===== src/rtl/upqs_pkg.sv =====
package upqs_pkg;

  // Default depth of the result queue; it must hold at least two entries.
  localparam int ResultDepth = 4;

  // Result kinds as seen on the kind port.
  localparam logic [2:0] KIND_PATH     = 3'd0;
  localparam logic [2:0] KIND_NAME     = 3'd1;
  localparam logic [2:0] KIND_VALUE    = 3'd2;
  localparam logic [2:0] KIND_PATH_END = 3'd3;
  localparam logic [2:0] KIND_PAIR_END = 3'd4;
  localparam logic [2:0] KIND_ERROR    = 3'd5;

  // One result beat.
  typedef struct packed {
    logic [2:0] kind;
    logic [7:0] data;
    logic       run_last;
  } result_t;

  // Results caused by one input byte: none, one (r0) or two (r0 then r1).
  typedef struct packed {
    logic    v0;
    logic    v1;
    result_t r0;
    result_t r1;
  } step_t;

endpackage


===== src/rtl/uri_percent_decode_query_split.sv =====
// Channel  Handshake             Beat payload
// in       in_valid / in_ready   in_byte, in_last
// out      out_valid / out_ready kind, data, run_last
//
// Each accepted byte is decoded in the cycle it is taken; its results enter the
// result queue in the next cycle and reach out once the beats ahead have left.
// One byte is taken per cycle while the queue has two free entries; a byte
// causes at most two result beats, which leave one per cycle while out_ready is high.
// Reset (rst, synchronous) returns the parser to the path and empties the queue.
// A stall on out fills the queue and then drops in_ready; nothing is lost.
module uri_percent_decode_query_split
  import upqs_pkg::*;
#(
  parameter int DEPTH = ResultDepth
) (
  input  logic       clk,
  input  logic       rst,
  input  logic       in_valid,
  output logic       in_ready,
  input  logic [7:0] in_byte,
  input  logic       in_last,
  output logic       out_valid,
  input  logic       out_ready,
  output logic [2:0] kind,
  output logic [7:0] data,
  output logic       run_last
);

  step_t   res;
  result_t head;
  logic    space;
  logic    step;

  assign in_ready = space;
  assign step     = in_valid & space;

  // Byte parser.
  upqs_decode u_decode (
    .clk     (clk),
    .rst     (rst),
    .step    (step),
    .in_byte (in_byte),
    .in_last (in_last),
    .res     (res)
  );

  // Result queue.
  upqs_result_fifo #(
    .DEPTH (DEPTH)
  ) u_fifo (
    .clk       (clk),
    .rst       (rst),
    .push      (step),
    .push_res  (res),
    .space     (space),
    .out_valid (out_valid),
    .out_ready (out_ready),
    .head      (head)
  );

  assign kind     = head.kind;
  assign data     = head.data;
  assign run_last = head.run_last;

endmodule


===== src/rtl/upqs_decode.sv =====
module upqs_decode
  import upqs_pkg::*;
(
  input  logic       clk,
  input  logic       rst,
  input  logic       step,
  input  logic [7:0] in_byte,
  input  logic       in_last,
  output step_t      res
);

  typedef enum logic [2:0] {
    PH_PATH,
    PH_ESC1,
    PH_ESC2,
    PH_QNAME,
    PH_QVALUE,
    PH_SKIP
  } phase_t;

  localparam logic [7:0] CharPercent = 8'h25;
  localparam logic [7:0] CharPlus    = 8'h2B;
  localparam logic [7:0] CharSpace   = 8'h20;
  localparam logic [7:0] CharQmark   = 8'h3F;
  localparam logic [7:0] CharAmp     = 8'h26;
  localparam logic [7:0] CharEquals  = 8'h3D;

  phase_t     phase;
  phase_t     phase_mid;
  phase_t     phase_next;
  logic [3:0] high_nibble;
  logic [3:0] nib_mid;
  logic [3:0] nib_next;
  logic       pair_open;
  logic       pair_mid;
  logic       pair_next;
  logic       hex_ok;
  logic [3:0] hex_val;
  logic       a_v;
  logic [2:0] a_kind;
  logic [7:0] a_data;
  logic       b_v;
  logic [2:0] b_kind;

  // Hex digit recognition, either case.
  always_comb begin
    hex_ok  = 1'b1;
    hex_val = 4'd0;
    if (in_byte inside {[8'h30:8'h39]}) begin
      hex_val = 4'(in_byte - 8'h30);
    end else if (in_byte inside {[8'h61:8'h66]}) begin
      hex_val = 4'(in_byte - 8'h57);
    end else if (in_byte inside {[8'h41:8'h46]}) begin
      hex_val = 4'(in_byte - 8'h37);
    end else begin
      hex_ok = 1'b0;
    end
  end

  // Per-byte decoding: the result of the byte itself and the state it leaves.
  always_comb begin
    phase_mid = phase;
    nib_mid   = high_nibble;
    pair_mid  = pair_open;
    a_v       = 1'b0;
    a_kind    = KIND_PATH;
    a_data    = 8'h00;
    case (phase)
      PH_PATH: begin
        if (in_byte == CharPercent) begin
          phase_mid = PH_ESC1;
        end else if (in_byte == CharQmark) begin
          a_v       = 1'b1;
          a_kind    = KIND_PATH_END;
          phase_mid = PH_QNAME;
          pair_mid  = 1'b0;
        end else if (in_byte == CharPlus) begin
          a_v    = 1'b1;
          a_data = CharSpace;
        end else begin
          a_v    = 1'b1;
          a_data = in_byte;
        end
      end
      PH_ESC1: begin
        if (!hex_ok) begin
          a_v       = 1'b1;
          a_kind    = KIND_ERROR;
          phase_mid = PH_SKIP;
        end else begin
          nib_mid   = hex_val;
          phase_mid = PH_ESC2;
        end
      end
      PH_ESC2: begin
        a_v = 1'b1;
        if (!hex_ok) begin
          a_kind    = KIND_ERROR;
          phase_mid = PH_SKIP;
        end else begin
          a_data    = {high_nibble, hex_val};
          phase_mid = PH_PATH;
        end
      end
      PH_QNAME, PH_QVALUE: begin
        if (in_byte == CharAmp) begin
          a_v       = 1'b1;
          a_kind    = KIND_PAIR_END;
          phase_mid = PH_QNAME;
          pair_mid  = 1'b0;
        end else if (in_byte == CharEquals && phase == PH_QNAME) begin
          phase_mid = PH_QVALUE;
          pair_mid  = 1'b1;
        end else begin
          a_v      = 1'b1;
          a_kind   = (phase == PH_QNAME) ? KIND_NAME : KIND_VALUE;
          a_data   = in_byte;
          pair_mid = 1'b1;
        end
      end
      default: begin
        // Skipping after an error: nothing comes out.
      end
    endcase
  end

  // End of the URI: a closing result if one is due, then the state is reset.
  always_comb begin
    b_v    = 1'b0;
    b_kind = KIND_PATH_END;
    if (in_last) begin
      case (phase_mid)
        PH_PATH: begin
          b_v = 1'b1;
        end
        PH_ESC1, PH_ESC2: begin
          b_v    = 1'b1;
          b_kind = KIND_ERROR;
        end
        PH_QNAME, PH_QVALUE: begin
          b_v    = pair_mid;
          b_kind = KIND_PAIR_END;
        end
        default: begin
          b_v = 1'b0;
        end
      endcase
    end
    phase_next = in_last ? PH_PATH : phase_mid;
    nib_next   = in_last ? 4'd0 : nib_mid;
    pair_next  = in_last ? 1'b0 : pair_mid;
  end

  // Order the results: the byte's own result comes first.
  always_comb begin
    res.v0          = a_v | b_v;
    res.v1          = a_v & b_v;
    res.r0.kind     = a_v ? a_kind : b_kind;
    res.r0.data     = a_v ? a_data : 8'h00;
    res.r0.run_last = ~(a_v & b_v);
    res.r1.kind     = b_kind;
    res.r1.data     = 8'h00;
    res.r1.run_last = 1'b1;
  end

  // Parser state.
  always_ff @(posedge clk) begin
    if (rst) begin
      phase       <= PH_PATH;
      high_nibble <= 4'd0;
      pair_open   <= 1'b0;
    end else if (step) begin
      phase       <= phase_next;
      high_nibble <= nib_next;
      pair_open   <= pair_next;
    end
  end

  // A final byte always leaves the parser back in the path with no open pair.
  a_last_resets: assert property (@(posedge clk) disable iff (rst)
    step && in_last |=> phase == PH_PATH && !pair_open && high_nibble == 4'd0)
    else $error("state not cleared after final byte");

  // A second result is only ever the closing result of a final byte.
  a_second_is_close: assert property (@(posedge clk) disable iff (rst)
    res.v1 |-> in_last && res.v0 && !res.r0.run_last &&
      (res.r1.kind == KIND_PATH_END || res.r1.kind == KIND_PAIR_END))
    else $error("unexpected second result");

  // Once skipping, the parser stays silent, the final byte included.
  a_skip_silent: assert property (@(posedge clk) disable iff (rst)
    step && phase == PH_SKIP |-> !res.v0)
    else $error("result produced while skipping");

  // The held nibble only changes on the first escape digit or at the end.
  a_nibble_hold: assert property (@(posedge clk) disable iff (rst)
    !(step && (phase == PH_ESC1 || in_last)) |=> $stable(high_nibble))
    else $error("escape nibble changed unexpectedly");

endmodule


===== src/rtl/upqs_result_fifo.sv =====
module upqs_result_fifo
  import upqs_pkg::*;
#(
  parameter int DEPTH = ResultDepth
) (
  input  logic    clk,
  input  logic    rst,
  input  logic    push,
  input  step_t   push_res,
  output logic    space,
  output logic    out_valid,
  input  logic    out_ready,
  output result_t head
);

  localparam int PtrW = $clog2(DEPTH);
  localparam int CntW = $clog2(DEPTH + 1);

  result_t         mem [DEPTH];
  logic [PtrW-1:0] wr_ptr;
  logic [PtrW-1:0] wr_ptr1;
  logic [PtrW-1:0] wr_ptr2;
  logic [PtrW-1:0] wr_ptr_next;
  logic [PtrW-1:0] rd_ptr;
  logic [CntW-1:0] count;
  logic [CntW-1:0] count_next;
  logic [1:0]      push_n;
  logic            pop;

  function automatic logic [PtrW-1:0] ptr_incr(input logic [PtrW-1:0] p);
    ptr_incr = (p == PtrW'(DEPTH - 1)) ? '0 : p + PtrW'(1);
  endfunction

  // Occupancy and pointer arithmetic.
  always_comb begin
    push_n = 2'd0;
    if (push) begin
      push_n = {1'b0, push_res.v0} + {1'b0, push_res.v1};
    end
    pop         = out_valid & out_ready;
    wr_ptr1     = ptr_incr(wr_ptr);
    wr_ptr2     = ptr_incr(wr_ptr1);
    wr_ptr_next = (push_n == 2'd2) ? wr_ptr2 : (push_n == 2'd1) ? wr_ptr1 : wr_ptr;
    count_next  = count + CntW'(push_n) - CntW'(pop);
  end

  // Room for the two results a byte may cause, even with no beat leaving.
  assign space     = (count <= CntW'(DEPTH - 2));
  assign out_valid = (count != '0);
  assign head      = mem[rd_ptr];

  // Result storage.
  always_ff @(posedge clk) begin
    if (push && push_res.v0) begin
      mem[wr_ptr] <= push_res.r0;
    end
    if (push && push_res.v1) begin
      mem[wr_ptr1] <= push_res.r1;
    end
  end

  // Queue control.
  always_ff @(posedge clk) begin
    if (rst) begin
      wr_ptr <= '0;
      rd_ptr <= '0;
      count  <= '0;
    end else begin
      wr_ptr <= wr_ptr_next;
      count  <= count_next;
      if (pop) begin
        rd_ptr <= ptr_incr(rd_ptr);
      end
    end
  end

  // The queue never overfills.
  a_no_overflow: assert property (@(posedge clk) disable iff (rst)
    count <= CntW'(DEPTH))
    else $error("result queue overflow");

  // A push only happens when two entries are free.
  a_push_room: assert property (@(posedge clk) disable iff (rst)
    push_n != 2'd0 |-> space)
    else $error("push without room");

  // A lone pop lowers the count by exactly one.
  a_pop_count: assert property (@(posedge clk) disable iff (rst)
    pop && push_n == 2'd0 |=> count == $past(count) - CntW'(1))
    else $error("count wrong after pop");

endmodule

===== config.mk =====
export PLATFORM = sky130hd
export DESIGN_NAME = uri_percent_decode_query_split
export DESIGN_NICKNAME = d
export VERILOG_FILES = /design/src/rtl/upqs_pkg.sv /design/src/rtl/uri_percent_decode_query_split.sv /design/src/rtl/upqs_decode.sv /design/src/rtl/upqs_result_fifo.sv
export SDC_FILE = /design/constraint.sdc
export NUM_CORES = 1
export LEC_CHECK = 0
export BUFFER_PORTS_ARGS = -buffer_cell sky130_fd_sc_hd__buf_2
export CORE_MARGIN = 4
export CORE_UTILIZATION = 30
export DETAILED_ROUTE_END_ITERATION = 6
export SYNTH_ARGS = -nofsm -noshare
export SYNTH_HDL_FRONTEND = slang
export SYNTH_HIERARCHICAL = 1
export SYNTH_SLANG_ARGS = --single-unit

===== constraint.sdc =====
create_clock -name clk -period 9 [get_ports clk]
set_input_delay 0 -clock clk [delete_from_list [all_inputs] [get_ports clk]]
set_output_delay 0 -clock clk [all_outputs]
set_load 0.02 [all_outputs]

**Word-level counts from Yosys, hierarchy flattened**

Memory sizes are Yosys's and may differ from the RTL's. A register that Yosys moved wholly into a read port is not among the register bits.
Index checks and enable logic that the tools add are counted.

- Memory bits (writable): 48
- Register bits: 15
- Memories: 1
- Output and inout bits: 14
- Input port bits: 13

- $lt $le $gt $ge: 7
- Bitwise operators: 5
- Reduce and logical (&&, ||, !) cells: 18
- Multiplexer cells: 58
- $add $sub $neg: 9
- Eq/ne operators: 18

Memory list:

| name | words | bits a word | rd ports | clocked after memory_dff | wr ports | line | RTL |
|---|---|---|---|---|---|---|---|
| u_fifo.mem | 4 | 12 | 1 | 1 | 2 | upqs_result_fifo.sv:19 | `result_t mem [DEPTH];` |

Operator list:

| cell | number |
|---|---|
| $mux W8 | 7 |
| $eq A8 B6 Y1 const B | 5 |
| $mux W3 | 12 |
| $mux W4 | 6 |
| $pmux W8 S3 | 1 |
| $mux W2 | 10 |
| $ge A8 B7 Y1 const B | 2 |
| $le A8 B7 Y1 const B | 2 |
| $mux W1 | 16 |
| $eq A3 B2 Y1 const B | 4 |
| $pmux W3 S4 | 1 |
| $pmux W3 S3 | 1 |
| $eq A2 B2 Y1 const B | 4 |
| $ge A8 B6 Y1 const B | 1 |
| $le A8 B6 Y1 const B | 1 |
| $reduce_or A2 Y1 | 4 |
| $sub A4 B3 Y4 const B | 2 |
| $add A2 B1 Y2 const B | 3 |
| $eq A3 B1 Y1 const B | 2 |
| $eq A3 B3 Y1 const B | 2 |
| $logic_and A1 B1 Y1 | 6 |
| $logic_not A3 Y1 | 2 |
| $pmux W3 S2 | 1 |
| $reduce_bool A2 Y1 | 3 |
| other kinds (14) | 17 |

**Depth between registers and ports, before layout**

Gate-level depths: netlist of run 1.

- Depth in word-level cells: 17
- Mapped depth: 17

**By module**

The synthesis of run 1 kept the hierarchy.

By module, submodules not included:

| module | area an instance (um^2) | instances | seq. area each (um^2) | cells each |
|---|---|---|---|---|
| upqs_result_fifo | 2892.8 | 1 | 1621.6 | 182 |
| upqs_decode | 1083.5 | 1 | 140.1 | 156 |
| uri_percent_decode_query_split | 6.3 | 1 | 0.0 | 1 |

**Worst setup path before layout of run 1**

Ideal clock, no wire load.

- Path kind: input -> register
- Start: input port in_byte[4]
- End: register u_fifo.count[2]
- Library setup time: 0.126 ns
- Data required time: 8.874 ns
- Path slack: 5.930 ns
- Stages on the path: 16
- Arrival time: 2.944 ns
- Path through: buf_6 > or4b_4 > or3_4 > nand2_1 > o22a_1 > nor2_1 > o21a_1 > ha_1 > nand2_1 > xor2_1 > ha_1 > inv_1 > fa_1 > xnor2_1 > xnor2_1 > nor2_1

RTL lines:

| element | line | RTL |
|---|---|---|
| start, declared | uri_percent_decode_query_split.sv:20 | `input logic [7:0] in_byte,` |
| end signal, assigned | upqs_result_fifo.sv:70 | `count <= count_next;` |
| end, declared | upqs_result_fifo.sv:25 | `logic [CntW-1:0] count;` |

==> results of run 1 <==
-- routing by layer --
metal | track usage, % | wire [um] | part of all wire [%] | up-vias
li1 | - | - | - | 1320
met1 | 15.9 | 4020 | 45 | 1281
met2 | 20.0 | 4180 | 47 | 85
met3 | 2.47 | 467 | 5.3 | 14
met4 | 4.91 | 205 | 2.3 | 0
met5 | 0 | 0 | 0 | -
-- worst min-delay path by stage --
| stage | start | to | slack, ns | depth (start not counted) |
|---|---|---|---|---|
| floorplan | rst | u_decode/phase[2] | 0.20 | 3 |
| CTS | out_ready | u_fifo/rd_ptr[0] | 0.07 | 4 |
| finish | out_ready | u_fifo/rd_ptr[0] | 0.07 | 4 |
| global placement | rst | u_fifo/count[1] | 0.33 | 2 |
| detailed placement | rst | u_fifo/count[1] | 0.33 | 2 |
| global route | out_ready | flip-flop | 0.12 | 4 |
-- through the flow --
step / setup slack, ns / std cells / hold WS (ns)
floorplan: 5.93 / 346 / 0.200
global placement: 5.50 / 520 / 0.331
detailed placement: 5.37 / 520 / 0.328
CTS: 5.45 / 537 / 0.0692
global route: 5.20 / 537 / 0.117
finish: 5.43 / 537 / 0.0741
-- cell families after synthesis --
family	synth area share [%]
and+or+nand+nor	11.2
AOI/OAI and AO/OA	12.7
DFF	44.2
muxes	20.6
buffers and inverters	4.68
adders and majority gates	5.22
xor gates and xnor gates	1.10
other	0.189
-- worst reg2reg max path: cells and delay by family (launching register included) --
kind               cells  cell delay (ns)
AOI/OAI and AO/OA      2             0.46
DFF                    1             0.80
and+or+nand+nor        6             1.93
-- registers in the layout, summed over array words and instances, names as in the netlist, named ones only --
| name | count |
|---|---|
| u_fifo/mem | 48 |
| u_decode/high_nibble | 4 |
| u_decode/phase | 3 |
| u_fifo/count | 3 |
| u_fifo/rd_ptr | 2 |
| u_fifo/wr_ptr | 2 |
-- layout make-up --
| type | instances | share of cell area, % |
|---|---|---|
| clock buffer | 9 | 4.96 |
| tap | 172 | 4.74 |
| sequential | 64 | 38.8 |
| clock inverter | 7 | 2.26 |
| timing repair buffer | 27 | 3.09 |
| multi-input combinational | 249 | 45.4 |
| inverter | 9 | 0.744 |
-- power by group --
group          total, mW  switching (mW)  internal, mW
clock              0.379           0.134         0.245
combinational      0.280           0.157         0.123
sequential         0.413          0.0351         0.378
-- what timing repair did --
action,CTS,global route
hold endpoints to repair,4,0
setup buffers,0,0
resized for setup,0,0
hold buffers,1,0
-- cell usage in the layout, fill, tap and decap left out, types with 4 or more instances in the layout --
cell,instances
a21o_1,4
a21oi_1,14
a22o_1,8
buf_2,26
clkbuf_16,9
conb_1,9
dfxtp_1,16
edfxtp_1,48
ha_1,15
inv_1,9
mux2_2,48
mux4_2,12
nand2_1,28
nand3_1,14
nor2_1,22
o21ai_0,15
==> impl_metrics.csv, run 1 <==
group,metric,value,unit
status,status,"finished clean",
grt,grt_first_pass_wirelength,14100,um
routing,finalWirelength,8870,um
setup_path,crit_chain,"nor2_1, nand3_1, nand2_1, o22a_1, nor2_1, o21a_1, nand3_1, nand2_1",
yosys,synth_common_cells,"edfxtp_1 (48), mux2_2 (48), nand2_1 (28), nor2_1 (22), dfxtp_1 (16)",
yosys,postSynth.asyncResetShare,0,%
setup_path,slowest_stage,"nand2_1",
floorplan,die_x,123,um
yosys,synthDistinctLibCells,59,
clock_network,clk_pin_slew_worst_paths,0.06,ns
setup_path,required,8.95,ns
final_layout,num-fill-cells,1251,
routing,ant_nets,0,
final_layout,diodes,0,
pwr,vdd_drop_max,115,uV
clock_network,root_buffer,"clkbuf_16",
timing,rsz0062_at_grt,"false",
clock_network,htree_levels,3,
final_layout,fin_util,35.4,%
yosys,netlist_instances,339,
yosys,synth_area_leaders,"edfxtp_1 (36%), mux2_2 (14%), dfxtp_1 (8.0%)",
routing,first_iter_violations,268,
floorplan,dieArea,15200,um^2
final_layout,regArea,1760,um^2
timing,slew_violations,0,
timing,tightest_slew,0.866,ns
routing,vias,2700,
final_layout,area_growth,14.0,%
floorplan,core,12800,um^2
setup_path,r2r_end,"u_fifo/mem[1][1]",
yosys,ys_warn_count,6,
placement,placed_cell_area,4200,um^2
setup_path,path_class,"reg -> reg",
setup_path,crit_family,"simple AND/OR/NAND/NOR gates",
final_layout,final_area,4540,um^2
placement,gp_congestion,0.852,
pwr,power.total,1.07,mW
floorplan,io_pins,27,
yosys,synth_top_area_cell,"edfxtp_1",
placement,post-dp-hpwl,6140,um
clock_network,clock_latency,0.33,ns
pwr,power_density,236,nW/um^2
setup_path,end_kind,"flip-flop",
placement,io_buffer_count,26,
final_layout,multiInputGateArea,2060,um^2
setup_path,cp.depth,8,
floorplan,initial_core_util,31.1,%
routing,drc,0,
grt,grt-ovfl-total,0,
yosys,yosys.area.top_type_share,36.2,%
final_layout,drive_gt1_share,32.1,%
routing,wire_per_inst,16.5,um
clock_network,numCtsBuffers,9,
grt,antenna_found_initial,0,
setup_path,r2r_cells,8,
clock_network,cts_tree,"done",
timing,timing.setup.tns,0,ns
timing,skew,0.00970,ns
timing,fmax,280,MHz
floorplan,row_count,41,
yosys,synth_area_per_cell,11.7,um^2
final_layout,layout.nets,389,
grt,grt_start_max_net_pins,22,
yosys,ys_seq_area_share,44.2,%
pwr,p_leak,1.71,nW
routing,dr.pass1.iters,4,
routing,routed_via_density,5.03,
setup_path,startpoint_type,"flip-flop",
yosys,synthesis.area,3980,um^2
setup_path,rrSetupSlack,5.43,ns
setup_path,crit_end,"u_fifo/mem[1][1]",
yosys,ys.flop_type,"edfxtp_1",
setup_path,path_buf_inv,0,
timing,min_period_over_period,39.7,%
clock_network,cts_num_sinks,64,
min_path,hold_path_class,"in -> reg",
clock_network,clk_path_buf_depth,2,
floorplan,die_h,123,um
timing,hold_viol_final,0,
timing,setup_viol,0,
grt,grt_pass1_vias,2680,
timing,period_needed,3.57,ns
setup_path,critical-path-max-stage-delay,0.82,ns
yosys,synth_edf_count,48,
grt,gr-usage-all-layers,12.2,%
timing,slew_headroom,42.2,%
setup_path,crit_arrival,3.52,ns
setup_path,reg2reg_from,"u_decode/phase[2]",
setup_path,crit_fanout,21,
setup_path,crit_start,"u_decode/phase[2]",
run,maxCapViolCount,0,
yosys,ys_ff_latch,64,
No activity file was read; power rests on OpenSTA's default activity.
==> inputs of run 2 (changes only) <==
==> constraint.sdc (replaced) <==
create_clock -name clk -period 3.6 [get_ports clk]
set_input_delay 0 -clock clk [delete_from_list [all_inputs] [get_ports clk]]
set_output_delay 0 -clock clk [all_outputs]
set_load 0.02 [all_outputs]
==> run 2 against run 1 <==
  * Global-route usage is 0.55 points higher
  * Wire length increased by 0.95%
  * Highest routed layer unchanged
  * Setup slack got worse by 5.0 ns
  * Critical path depth is 7 higher
  * Cell count increased by 2.8%
  * Via count is 0.81% higher
  * Clock power increased by 130%
  * Worst hold slack gained 0.0011 ns
  * Fmax increased by 12%
  * Total power up 140%
  * Sequential power increased by 150%
  * Core utilization is 0.63 points higher
==> impl_metrics.csv, run 2 (synthesis gave the netlist of run 1 again) <==
group,metric,value,unit
run,maxCapViolCount,0,
final_layout,top_regs,"u_fifo/mem: 48 flops, u_decode/high_nibble: 4 flops",
timing,whs,0.0752,ns
setup_path,crit_fanout,9,
timing,setup_slack,0.417,ns
floorplan,core,12800,um^2
placement,dpl_worst_slack,0.109,ns
pwr,clkPwrFrac,32.8,%
setup_path,startpoint_type,"flip-flop",
clock_network,clk_pin_slew_worst_paths,0.05,ns
timing,fmax,314,MHz
pwr,p_sw,0.806,mW
final_layout,regMostFlops,"u_fifo/mem",
timing,tightest_slew,0.903,ns
timing,skew,0.00658,ns
final_layout,fin_util,36.0,%
final_layout,final_area,4620,um^2
floorplan,die_x,123,um
clock_network,cts_hold_buf,1,
setup_path,path_class,"reg -> reg",
setup_path,required,3.82,ns
pwr,netSwitchingFraction,30.8,%
timing,period_needed,3.18,ns
routing,routed_via_density,4.93,
setup_path,crit_chain,"buf_4, nor4b_1, nand4_1, nand2_1, a211oi_2, o21a_1, ha_1, nand2_1, xor2_1, ha_1, inv_1, fa_1, xnor2_1, xnor2_1, nor2_1",
placement,placed_cell_area,4310,um^2
final_layout,diodes,0,
placement,gp_congestion,0.815,
routing,finalWirelength,8950,um
timing,rsz0062_at_grt,"false",
timing,min_period_over_period,88.4,%
pwr,power_density,566,nW/um^2
final_layout,fin_cells,552,
routing,wire_per_inst,16.2,um
clock_network,htree_levels,3,
setup_path,slowest_stage,"fa_1",
setup_path,path_buf_inv,2,
final_layout,mostFrequentLayoutCells,"mux2_2 (48), edfxtp_1 (48), nand2_1 (28)",
setup_path,end_kind,"flip-flop",
final_layout,largest_register_ffs,48,
timing,slew_headroom,39.7,%
floorplan,dieArea,15200,um^2
pwr,p_comb_share,27.8,%
final_layout,area_growth,16.0,%
clock_network,numCtsBuffers,9,
routing,dr.pass1.iters,4,
grt,grt_pass1_vias,2799,
timing,slew_violations,0,
timing,setup_viol,0,
timing,hold_viol_final,0,
floorplan,io_pins,27,
pwr,p_int,1.81,mW
pwr,p_leak,1.76,nW
floorplan,initial_core_util,31.1,%
floorplan,row_count,41,
routing,drc,0,
timing,timing.setup.tns,0,ns
setup_path,critical-path-max-stage-delay,0.38,ns
setup_path,crit_arrival,3.40,ns
clock_network,clock_latency,0.33,ns
clock_network,clk_path_buf_depth,2,
final_layout,drive_gt1_share,34.5,%
grt,grt-ovfl-total,0,
setup_path,crit_family,"adder cells",
pwr,share_seq_of_total_power,39.4,%
routing,ant_nets,0,
grt,grt_start_max_net_pins,17,
clock_network,cts_resized,0,
final_layout,num-fill-cells,1272,
status,status,"finished clean",
clock_network,post_cts_buffers,0,
floorplan,die_h,123,um
final_layout,layout.nets,404,
grt,antenna_found_initial,0,
pwr,power.total,2.61,mW
placement,io_buffer_count,26,
routing,first_iter_violations,246,
placement,post-dp-hpwl,6290,um
clock_network,root_buffer,"clkbuf_16",
clock_network,cts_tree,"done",
routing,vias,2722,
placement,dp.cells,535,
pwr,vdd_drop_max,382,uV
grt,grt_first_pass_wirelength,14600,um
min_path,hold_path_class,"in -> reg",
grt,gr-usage-all-layers,12.8,%
clock_network,cts_num_sinks,64,
[run 2: worst register-to-register path: stages (launching register included)]
cell	delay [ns]
dfxtp_1	0.36
buf_4	0.18
nor4b_1	0.26
nand4_1	0.22
nand2_1	0.16
a211oi_2	0.07
o21a_1	0.26
ha_1	0.32
nand2_1	0.10
xor2_1	0.16
ha_1	0.16
inv_1	0.05
fa_1	0.38
xnor2_1	0.20
xnor2_1	0.14
nor2_1	0.05
[run 2: power by group through the flow]
| stage | clock (mW) | sequential (mW) | combinational (mW) |
|---|---|---|---|
| CTS | 0.883 | 1.03 | 0.736 |
| finish | 0.858 | 1.03 | 0.726 |
| detailed placement | 0 | 1.05 | 0.730 |
| floorplan | 0 | 1.00 | 0.560 |
| global placement | 0 | 1.04 | 0.723 |
| global route | 0.919 | 1.05 | 0.804 |
[run 2: cell type report]
class | instances | area (um^2) | share of cell area (%)
clock buffers | 9 | 225 | 4.87
clock inverters | 7 | 71.3 | 1.54
inverters | 9 | 33.8 | 0.731
multi-input cells | 249 | 2060 | 44.6
flip-flops and latches | 64 | 1760 | 38.1
well taps | 172 | 215 | 4.66
repair buffers | 42 | 253 | 5.47
[run 2: routing by layer]
metal,up-vias,routed length (um),GRT usage (%)
li1,1350,-,-
met1,1290,4100,16.1
met2,61,4220,20.6
met3,21,387,3.34
met4,0,237,5.54
met5,-,0,0
[run 2: worst paths after layout]
check | start | endpoint | slack [ns] | cells past startpoint
setup / recovery | u_decode/phase[1] | u_fifo/count[2] | 0.42 | 15
hold / removal | out_ready | u_fifo/rd_ptr[0] | 0.08 | 4
setup reg to reg | u_decode/phase[1] | u_fifo/count[2] | 0.42 | 15
hold reg to reg | u_decode/high_nibble[0] | u_decode/high_nibble[0] | 0.49 | 1
==> inputs of run 3 (changes only) <==
--- a/config.mk
+++ b/config.mk
@@ -11,5 +11,4 @@
 export DETAILED_ROUTE_END_ITERATION = 6
 export SYNTH_ARGS = -nofsm -noshare
 export SYNTH_HDL_FRONTEND = slang
-export SYNTH_HIERARCHICAL = 1
 export SYNTH_SLANG_ARGS = --single-unit
==> run 3 against run 2 <==
  * Total power is 14% higher
  * Highest routed layer unchanged
  * Register-to-register slack got worse by 0.13 ns
  * Critical endpoint is now u_fifo.count[2]
  * Clock power shrank 4.1%
  * Critical path depth down 1
  * First-iteration DRC count fell by 53%
  * Via count is 18% higher
==> impl_metrics.csv, run 3 <==
group,metric,value,unit
status,status,"finished clean",
setup_path,path_class,"reg -> reg",
final_layout,layout.nets,476,
timing,rsz0062_at_grt,"false",
routing,dr.pass1.iters,4,
setup_path,rrSetupSlack,0.29,ns
floorplan,die_h,120,um
yosys,synthXorXnorAreaFrac,1.15,%
grt,grt_pass1_vias,3073,
pwr,p_leak,1.76,nW
routing,ant_nets,0,
placement,io_buffer_count,26,
timing,period_needed,3.31,ns
grt,grt_start_max_net_pins,25,
clock_network,cts_tree,"done",
timing,tightest_slew,0.892,ns
grt,antenna_found_initial,0,
setup_path,crit_arrival,3.51,ns
run,maxCapViolCount,0,
clock_network,htree_levels,3,
yosys,synth_compound_area_share,21.5,%
final_layout,area_growth,16.6,%
setup_path,crit_end,"u_fifo.count[2]",
grt,grt-ovfl-total,0,
timing,min_period_over_period,91.9,%
pwr,power_density,671,nW/um^2
final_layout,mostFrequentLayoutCell,"dfxtp_1",
final_layout,mostFrequentLayoutCells,"dfxtp_1 (53), nand2_1 (49), nor2_1 (48)",
yosys,synth_common_cells,"dfxtp_1 (53), nand2_1 (49), nor2_1 (48), a211oi_1 (22), ha_1 (18)",
timing,setup_viol,0,
final_layout,largest_register_ffs,48,
final_layout,multiInputGateArea,2190,um^2
setup_path,startpoint_type,"flip-flop",
timing,skew,0.00746,ns
clock_network,cts_hold_buf,0,
timing,timing.setup.tns,0,ns
floorplan,dieArea,14500,um^2
final_layout,drive_gt1_share,20.7,%
clock_network,root_buffer,"clkbuf_16",
setup_path,r2r_cells,14,
yosys,synth_nets,447,
setup_path,required,3.81,ns
yosys,netlist_instances,415,
final_layout,regMostFlops,"u_fifo.mem",
timing,fmax,302,MHz
timing,hold_viol_final,0,
routing,drc,0,
yosys,synthSimpleGateAreaFrac,20.6,%
clock_network,clk_pin_slew_worst_paths,0.06,ns
routing,finalWirelength,9300,um
routing,vias,3205,
floorplan,die_x,120,um
routing,wire_per_inst,15.1,um
yosys,synth_top_family_by_area,"compound AO/OA/AOI/OAI gates",
yosys,ys_warn_count,0,
min_path,min_from,"out_ready",
setup_path,reg2reg_from,"u_decode.phase[2]",
clock_network,clk_path_buf_depth,2,
floorplan,row_count,40,
pwr,vdd_drop_max,207,uV
timing,slew_violations,0,
routing,routed_via_density,5.19,
grt,grt_first_pass_wirelength,15700,um
final_layout,diodes,0,
placement,gp_congestion,0.885,
final_layout,top_regs,"u_fifo.mem: 48 flops, u_decode.high_nibble: 4 flops",
final_layout,num-fill-cells,1255,
yosys,ys_seq_area_share,37.4,%
yosys,postSynth.asyncResetShare,0,%
final_layout,regArea,1420,um^2
routing,first_iter_violations,116,
yosys,synthAdderAreaFrac,6.72,%
yosys,ys_ff_latch,65,
yosys,synth_area_leaders,"dfxtp_1 (28%), edfxtp_1 (9.5%), mux4_2 (7.1%)",
yosys,ys.flop_type,"dfxtp_1",
grt,gr-usage-all-layers,13.4,%
placement,dpl_worst_slack,0.0579,ns
yosys,synth_edf_count,12,
yosys,synth_area_per_cell,9.15,um^2
clock_network,cts_num_sinks,65,
floorplan,core,12200,um^2
setup_path,crit_fanout,7,
yosys,yosys.area.top_type_share,27.9,%
floorplan,io_pins,27,
clock_network,numCtsBuffers,9,
setup_path,end_kind,"flip-flop",
timing,slew_headroom,40.0,%
placement,dp.cells,601,
yosys,synthesis.area,3800,um^2
yosys,synth_top_area_cell,"dfxtp_1",
timing,setup_slack,0.291,ns
yosys,synth_mux_area_share,7.42,%
setup_path,crit_start,"u_decode.phase[2]",
setup_path,r2r_end,"u_fifo.count[2]",
floorplan,initial_core_util,31.1,%
yosys,synthDistinctLibCells,72,
placement,post-dp-hpwl,6970,um
yosys,synth.most_common_cell,"dfxtp_1",
final_layout,fin_cells,617,
clock_network,clock_latency,0.33,ns
min_path,hold_path_class,"in -> reg",
## run 3: cell types whose count changed in the layout (fill, tap and decap cells not counted), moves of 8 or more
cell,before,now
conb_1,9,0
mux2_2,48,1
inv_1,9,17
dfxtp_1,16,53
nand2_1,28,49
a211oi_1,0,22
a22oi_1,0,14
nand3_1,14,5
nor2_1,22,48
edfxtp_1,48,12
## run 3: worst min path at each step
| stage | cells after the start | slack [ns] | endpoint |
|---|---|---|---|
| after floorplan | 1 | 0.07 | u_fifo.count[0] |
| after CTS | 4 | 0.02 | u_fifo.rd_ptr[1] |
| after detailed placement | 4 | 0.37 | u_fifo.rd_ptr[1] |
| after global routing | 2 | 0.06 | u_decode.high_nibble[0] |
| after global placement | 4 | 0.36 | u_fifo.rd_ptr[1] |
| final | 4 | 0.02 | u_fifo.rd_ptr[1] |
## run 3: area by class of cell
| cell class | instances | area share (%) |
|---|---|---|
| Multi-Input combinational cell | 308 | 49.6 |
| Clock inverter | 7 | 1.30 |
| Inverter | 18 | 1.53 |
| Tap cell | 168 | 4.75 |
| Timing Repair Buffer | 42 | 5.65 |
| Sequential cell | 65 | 32.1 |
| Clock buffer | 9 | 5.09 |
## run 3: worst max-delay path: stages, from the launching register on
cell      delay (ns)
dfxtp_1         0.30
or3_1           0.37
or2_2           0.31
and2_2          0.22
o221ai_4        0.24
o21bai_1        0.10
a22o_1          0.24
and2_1          0.15
ha_1            0.29
nand2_1         0.10
inv_1           0.06
ha_1            0.19
fa_1            0.39
xnor2_1         0.17
nor2_1          0.06
## run 3: where the power goes
group          switching [mW]  internal [mW]  leakage, nW
logic                   0.551          0.457         1.06
registers               0.151          0.987        0.558
clock network           0.345          0.478        0.140
total                    1.05           1.92         1.76
## run 3: metal layers
metal / routed length, um / up-vias / track usage, %
li1: - / 1599 / -
met1: 4420 / 1501 / 18.7
met2: 4210 / 96 / 21.0
met3: 534 / 9 / 2.62
met4: 131 / 0 / 4.25
met5: 0 / - / 0
## run 3: kinds of logic (layout without fill, tap and decap cells)
group                      count (synthesis)  after routing
AOI/OAI and AO/OA                        113            113
xor gates and xnor gates                   5              5
adders and majority gates                 20             20
buffers and inverters                     42             76
DFF                                       65             65
muxes                                     13             13
and+or+nand+nor                          157            157
## run 3: what timing repair did
action                     in CTS  in global routing
setup endpoints to repair       0                  5
buffers inserted                0                  0
hold endpoints to repair        0                  0
gates resized for setup         0                  3
## run 3: stage by stage
stage | util, % | area (um^2) | power [mW] | hold slack, ns
4_1_cts | 36.1 | 4410 | 3.00 | 0.0231
3_3_place_gp | 33.8 | 4130 | 2.14 | 0.361
2_1_floorplan | - | 3800 | 1.87 | 0.0716
3_5_place_dp | 33.8 | 4130 | 2.17 | 0.368
6_report | 36.3 | 4430 | 2.97 | 0.0248
5_1_grt | 36.3 | 4430 | 3.18 | 0.0620
